===== src/fps_pkg.sv =====
// Package for the five-point stencil stream: item types, opcode and register codes.
// Used by every file of the block; depends on nothing.

package fps_pkg;

  // default sizes of the grid storage
  localparam int DefMaxRows = 128;
  localparam int DefMaxCols = 4096;

  // register widths and values after reset
  localparam int RowsCfgW   = 8;
  localparam int ColsCfgW   = 13;
  localparam int CfgDataW   = 13;
  localparam int CfgIdxW    = 1;
  localparam logic [RowsCfgW-1:0] RowsReset = 8'd100;
  localparam logic [ColsCfgW-1:0] ColsReset = 13'd10;

  // fixed field widths
  localparam int SampleW = 32;
  localparam int SumW    = 35;
  localparam int OutRowW = 7;
  localparam int OutColW = 12;

  typedef enum logic [0:0] {
    OP_SAMPLE = 1'b0,
    OP_FLUSH  = 1'b1
  } opcode_e;

  typedef enum logic [CfgIdxW-1:0] {
    REG_ROWS_IN_USE = 1'b0,
    REG_COLS_IN_USE = 1'b1
  } cfg_reg_e;

  typedef struct packed {
    opcode_e                    opcode;
    logic signed [SampleW-1:0]  sample;
  } in_item_t;

  typedef struct packed {
    logic signed [SampleW-1:0]  value;
    logic [OutRowW-1:0]         out_row;
    logic [OutColW-1:0]         out_col;
    logic                       last;
  } out_item_t;

  // sign extension of a sample to the width of the stencil sum
  function automatic logic signed [SumW-1:0] sext_sum(input logic signed [SampleW-1:0] x);
    sext_sum = {{(SumW-SampleW){x[SampleW-1]}}, x};
  endfunction

endpackage


===== src/fps_colstore.sv =====
// One column store of the stencil stream: a memory with one write port and two
// registered read ports, with write-to-read forwarding. Depends on fps_pkg.

module fps_colstore #(
  parameter int MaxRows = fps_pkg::DefMaxRows,
  localparam int RowW   = $clog2(MaxRows)
) (
  input  logic                              clk_i,
  input  logic                              we_i,
  input  logic [RowW-1:0]                   waddr_i,
  input  logic signed [fps_pkg::SampleW-1:0] wdata_i,
  input  logic [RowW-1:0]                   raddr0_i,
  input  logic [RowW-1:0]                   raddr1_i,
  output logic signed [fps_pkg::SampleW-1:0] rdata0_o,
  output logic signed [fps_pkg::SampleW-1:0] rdata1_o
);

  logic signed [fps_pkg::SampleW-1:0] mem [MaxRows];
  logic signed [fps_pkg::SampleW-1:0] rdata0_q;
  logic signed [fps_pkg::SampleW-1:0] rdata1_q;

  // write port
  always_ff @(posedge clk_i) begin
    if (we_i) begin
      mem[waddr_i] <= wdata_i;
    end
  end

  // read ports, a same-edge write to the read row is forwarded
  always_ff @(posedge clk_i) begin
    if (we_i && (waddr_i == raddr0_i)) begin
      rdata0_q <= wdata_i;
    end else begin
      rdata0_q <= mem[raddr0_i];
    end
    if (we_i && (waddr_i == raddr1_i)) begin
      rdata1_q <= wdata_i;
    end else begin
      rdata1_q <= mem[raddr1_i];
    end
  end

  assign rdata0_o = rdata0_q;
  assign rdata1_o = rdata1_q;

endmodule


===== config.mk =====
export PLATFORM = sky130hd
export DESIGN_NAME = fps_colstore
export DESIGN_NICKNAME = d
export VERILOG_FILES = /design/src/fps_pkg.sv /design/src/fps_colstore.sv
export SDC_FILE = /design/constraint.sdc
export NUM_CORES = 2
export LEC_CHECK = 0
export BUFFER_PORTS_ARGS = -buffer_cell sky130_fd_sc_hd__buf_2
export CAP_MARGIN = 20
export CORE_AREA = 2 2 458 641
export DETAILED_ROUTE_END_ITERATION = 6
export DIE_AREA = 0 0 460 643
export PLACE_DENSITY = 0.89
export SLEW_MARGIN = 40
export SYNTH_ARGS = -nofsm -noshare
export SYNTH_HDL_FRONTEND = slang
export SYNTH_SLANG_ARGS = --single-unit
export TNS_END_PERCENT = 100

===== constraint.sdc =====
create_clock -name clk_i -period 6.7 [get_ports clk_i]
set_input_delay 0.67 -clock clk_i [delete_from_list [all_inputs] [get_ports clk_i]]
set_output_delay 0.67 -clock clk_i [all_outputs]
set_load 0.02 [all_outputs]

==> run_results.csv, run 1 <==
group,metric,value,unit
status,firstError,"Error: detail_place.tcl, 38 bad optional access",
place,portBuffers,118,
synth,yosysWarnings,0,
synth,syn_area,188000,sq um
place,gp_congestion,0.876,
die,rows,234,
die,start_util,0.648,
synth,synthCells,7651,
synth,yosysSeqAreaShare,0.657,
die,die_h,643,um
die,die-width,460,um
synth,synth-seq-cells,4110,
status,stop_stage,"detailed placement (3_5_place_dp)",
synth,syn_nets,7706,
die,io_pins,119,
status,status,"did not finish",
synth,ys_types,17,
synth,syn_avg_cell_area,24.5,sq um
cell usage after synthesis:
library cell / n / share of area
mux4_2: 2688 / 0.32
nand4_1: 3 / 0.00010
nand3_1: 12 / 0.00032
buf_4: 17 / 0.00068
clkbuf_1: 365 / 0.0073
mux2_2: 64 / 0.0038
or3_1: 1 / 0.000033
edfxtp_1: 4096 / 0.66
nor2b_1: 7 / 0.00023
nor2_1: 122 / 0.0024
buf_1: 132 / 0.0026
buf_2: 103 / 0.0027
nor3_1: 9 / 0.00024
nand2_1: 14 / 0.00028
buf_6: 2 / 0.00012
dfxtp_1: 14 / 0.0015
nand2b_1: 2 / 0.000067
through the flow:
| stage | worst slack, ns | cell area (sq um) | std cells | hold WS, ns |
|---|---|---|---|---|
| 2_1_floorplan | 2.79 | 188000 | 7651 | 0.698 |
| 3_3_place_gp | 2.04 | 195000 | 11200 | 0.773 |
cell families after synthesis:
group                  synth area share
DFF                               0.657
muxes                             0.326
buffers and inverters            0.0135
and+or+nand+nor                 0.00371
==> run 2: changes to the inputs <==
--- a/config.mk
+++ b/config.mk
@@ -7,10 +7,10 @@
 export LEC_CHECK = 0
 export BUFFER_PORTS_ARGS = -buffer_cell sky130_fd_sc_hd__buf_2
 export CAP_MARGIN = 20
-export CORE_AREA = 2 2 458 641
+export CORE_AREA = 2 2 689 691
 export DETAILED_ROUTE_END_ITERATION = 6
-export DIE_AREA = 0 0 460 643
-export PLACE_DENSITY = 0.89
+export DIE_AREA = 0 0 691 693
+export PLACE_DENSITY_LB_ADDON = 0.15
 export SLEW_MARGIN = 40
 export SYNTH_ARGS = -nofsm -noshare
 export SYNTH_HDL_FRONTEND = slang
==> run_results.csv, run 2 <==
group,metric,value,unit
worst_setup_path,startpoint_type,"register",
sta,setup_violations,0,
pwr,power_density,269,nW/um^2
synth,syn_avg_cell_area,24.5,sq um
sta,tns,0,ns
final_layout,reg_top3,"mem: 4096 flops",
worst_setup_path,cp-end-kind,"output port",
drt,vias,98900,
worst_setup_path,worstSetupPathType,"reg2out",
die,rows,253,
global_route,overflow,0,
die,start_util,0.398,
worst_setup_path,arrival,5.06,ns
pwr,p_switching,13.4,mW
worst_setup_path,crit_buf_inv,4,
synth,yosysWarnings,0,
hold_path,hold_class,"in2reg",
cts,cts_htree_levels,5,
die,dieArea,479000,sq um
place,portBuffers,118,
synth,synthCells,7651,
synth,synth_top_area_frac,0.655,
cts,cts-buffers-inserted,441,
status,status,"finished with violations",
pwr,pwr-share-seq,0.493,
drt,detail-route-antenna-nets,1,
die,io_pins,119,
final_layout,area.growth.synth_to_final,14.5,%
global_route,grt_pass1_wl,880000,um
final_layout,largest_register_ffs,4096,
cts,cts.sinks,4110,
cts,cts_tree,"done",
place,placedCellCount,13800,
hold_path,hold_path_startpoint,"wdata_i[31]",
pwr,ir_worst_vdd,306,uV
worst_setup_path,cpPeakStageDelay,0.74,ns
worst_setup_path,cp_slowest_cell,"dfxtp_4",
pwr,p_int,44.4,mW
sta,rsz0062_at_grt,"no",
die,core-area,472000,sq um
pwr,power,57.8,mW
cts,cts_setup_buffers,0,
final_layout,fillers,38800,
synth,synth_edf_count,4096,
die,die_h,693,um
sta,slew_headroom,0.378,
drt,drt_wl_total,648000,um
job,cap_violations,0,
global_route,grt_max_degree,129,
synth,ys_top_cells_by_count,"edfxtp_1 (4096), mux4_2 (2688), clkbuf_1 (365)",
sta,post-route-min-period,5.73,ns
final_layout,layout.cells.non_filler,14800,
final_layout,fin_nets,8127,
place,hpwl,382000,um
final_layout,final_common_cell,"edfxtp_1",
worst_setup_path,cp_max_fo,42,
pwr,p_leak,65.1,nW
die,die-width,691,um
drt,drc,0,
drt,drt-pass1-iter-count,5,
global_route,antenna_found_initial,61,
worst_setup_path,worstPathCellList,"buf_12, buf_12, buf_12, mux4_2, mux4_2, mux4_2, mux2_2, buf_2",
sta,fin_crit_sh,0.856,
synth,syn_area,188000,sq um
status,violations,"antenna rules",
synth,syn_nets,7706,
global_route,grt_util_all_layers,0.269,
sta,tightest_slew,0.933,ns
final_layout,drive_gt1_frac,0.486,
final_layout,top_register,"mem",
synth,synth.most_common_cell,"edfxtp_1",
synth,synth_area_leader_cell,"edfxtp_1",
drt,drtIter0Drc,14100,
pwr,p_sw_frac,0.231,
pwr,pwr-share-comb,0.084,
worst_setup_path,crit_required,6.03,ns
cts,clk_pin_slew,0.06,ns
synth,ys_types,17,
global_route,grt_pass1_vias,101000,
synth,synthTopCellsByArea,"edfxtp_1 (66%), mux4_2 (32%), clkbuf_1 (0.73%), mux2_2 (0.38%), buf_2 (0.27%)",
pwr,p_clk_frac,0.423,
sta,hold_viol,0,
drt,drt-vias-per-instance,6.70,
place,gp_congestion,0.816,
sta,report.final.slew_viol_count,0,
final_layout,multiInputGateArea,62900,sq um
final_layout,seqCellArea,123000,sq um
synth,synth_ff_type,"edfxtp_1",
drt,wire_per_inst,43.9,um
cts,root_buffer,"clkbuf_16",
synth,synth-seq-cells,4110,
worst_setup_path,critical-path-top-delay-family,"multiplexers",
sta,fmax,174,MHz
cts,cts_buffer_depth,4,
synth,yosysSeqAreaShare,0.657,
final_layout,layout_common_cells,"edfxtp_1 (4096), mux4_2 (2688), clkbuf_16 (454)",
synth,async_flop_share,0,
==> run 2: cell counts after synthesis <==
No cell type changed its count.
==> run 2: layout make-up <==
| cell class | count | share of cell area |
|---|---|---|
| antenna | 75 | 0.000873 |
| clock buffer | 538 | 0.0542 |
| clock inverter | 286 | 0.0120 |
| multi-input combinational | 2922 | 0.293 |
| sequential | 4110 | 0.573 |
| tap | 6247 | 0.0363 |
| timing repair buffer | 597 | 0.0307 |
==> run 2: per-stage QoR <==
step | hold WS, ns | instance area (sq um) | util | setup slack, ns
after floorplan | 0.698 | 188000 | - | 2.79
after global routing | 0.0316 | 215000 | 0.455 | 0.797
final | 0.0763 | 215000 | 0.455 | 0.965
after detailed placement | 0.773 | 200000 | 0.424 | 1.99
after CTS | 0.00617 | 215000 | 0.454 | 0.838
after global placement | 0.773 | 199000 | 0.421 | 1.79
==> run 2: final timing paths <==
check / to / cells after the start / slack (ns)
worst max-delay path: rdata1_o[24] / 8 / 0.97
worst min-delay path: mem[32][31]$_DFFE_PP_ / 1 / 0.08
==> run 2: logic make-up (layout without fill, tap and decap cells) <==
group                  count (synthesis)  in the layout  share of synthesized area
buffers and inverters                619           1421                     0.0135
muxes                               2752           2752                      0.326
DFF                                 4110           4110                      0.657
and+or+nand+nor                      170            170                    0.00371
other                                  0             75                          0
==> run 2: per-layer routing <==
| metal | vias to the layer above | share of wire | track usage |
|---|---|---|---|
| met3 | 987 | 0.093 | 0.0559 |
| met4 | 22 | 0.032 | 0.0763 |
| met5 | - | 0.00085 | 0 |
| met2 | 5360 | 0.48 | 0.435 |
| met1 | 56400 | 0.39 | 0.372 |
| li1 | 36200 | - | - |
==> run 2: repair_timing <==
action,in CTS,in global routing
endpoints found under the hold margin,126,0
hold buffers,19,0
gates resized for setup,0,0
==> run 2: power by group through the flow <==
stage                     sequential, mW  combinational [mW]  clock [mW]
after floorplan                     29.0                2.82           0
after global placement              29.0                4.78           0
after detailed placement            29.0                4.86           0
after CTS                           28.5                4.88        24.8
after global routing                28.5                5.07        25.8
final                               28.5                4.87        24.5
(Power assumes the default switching activity.)
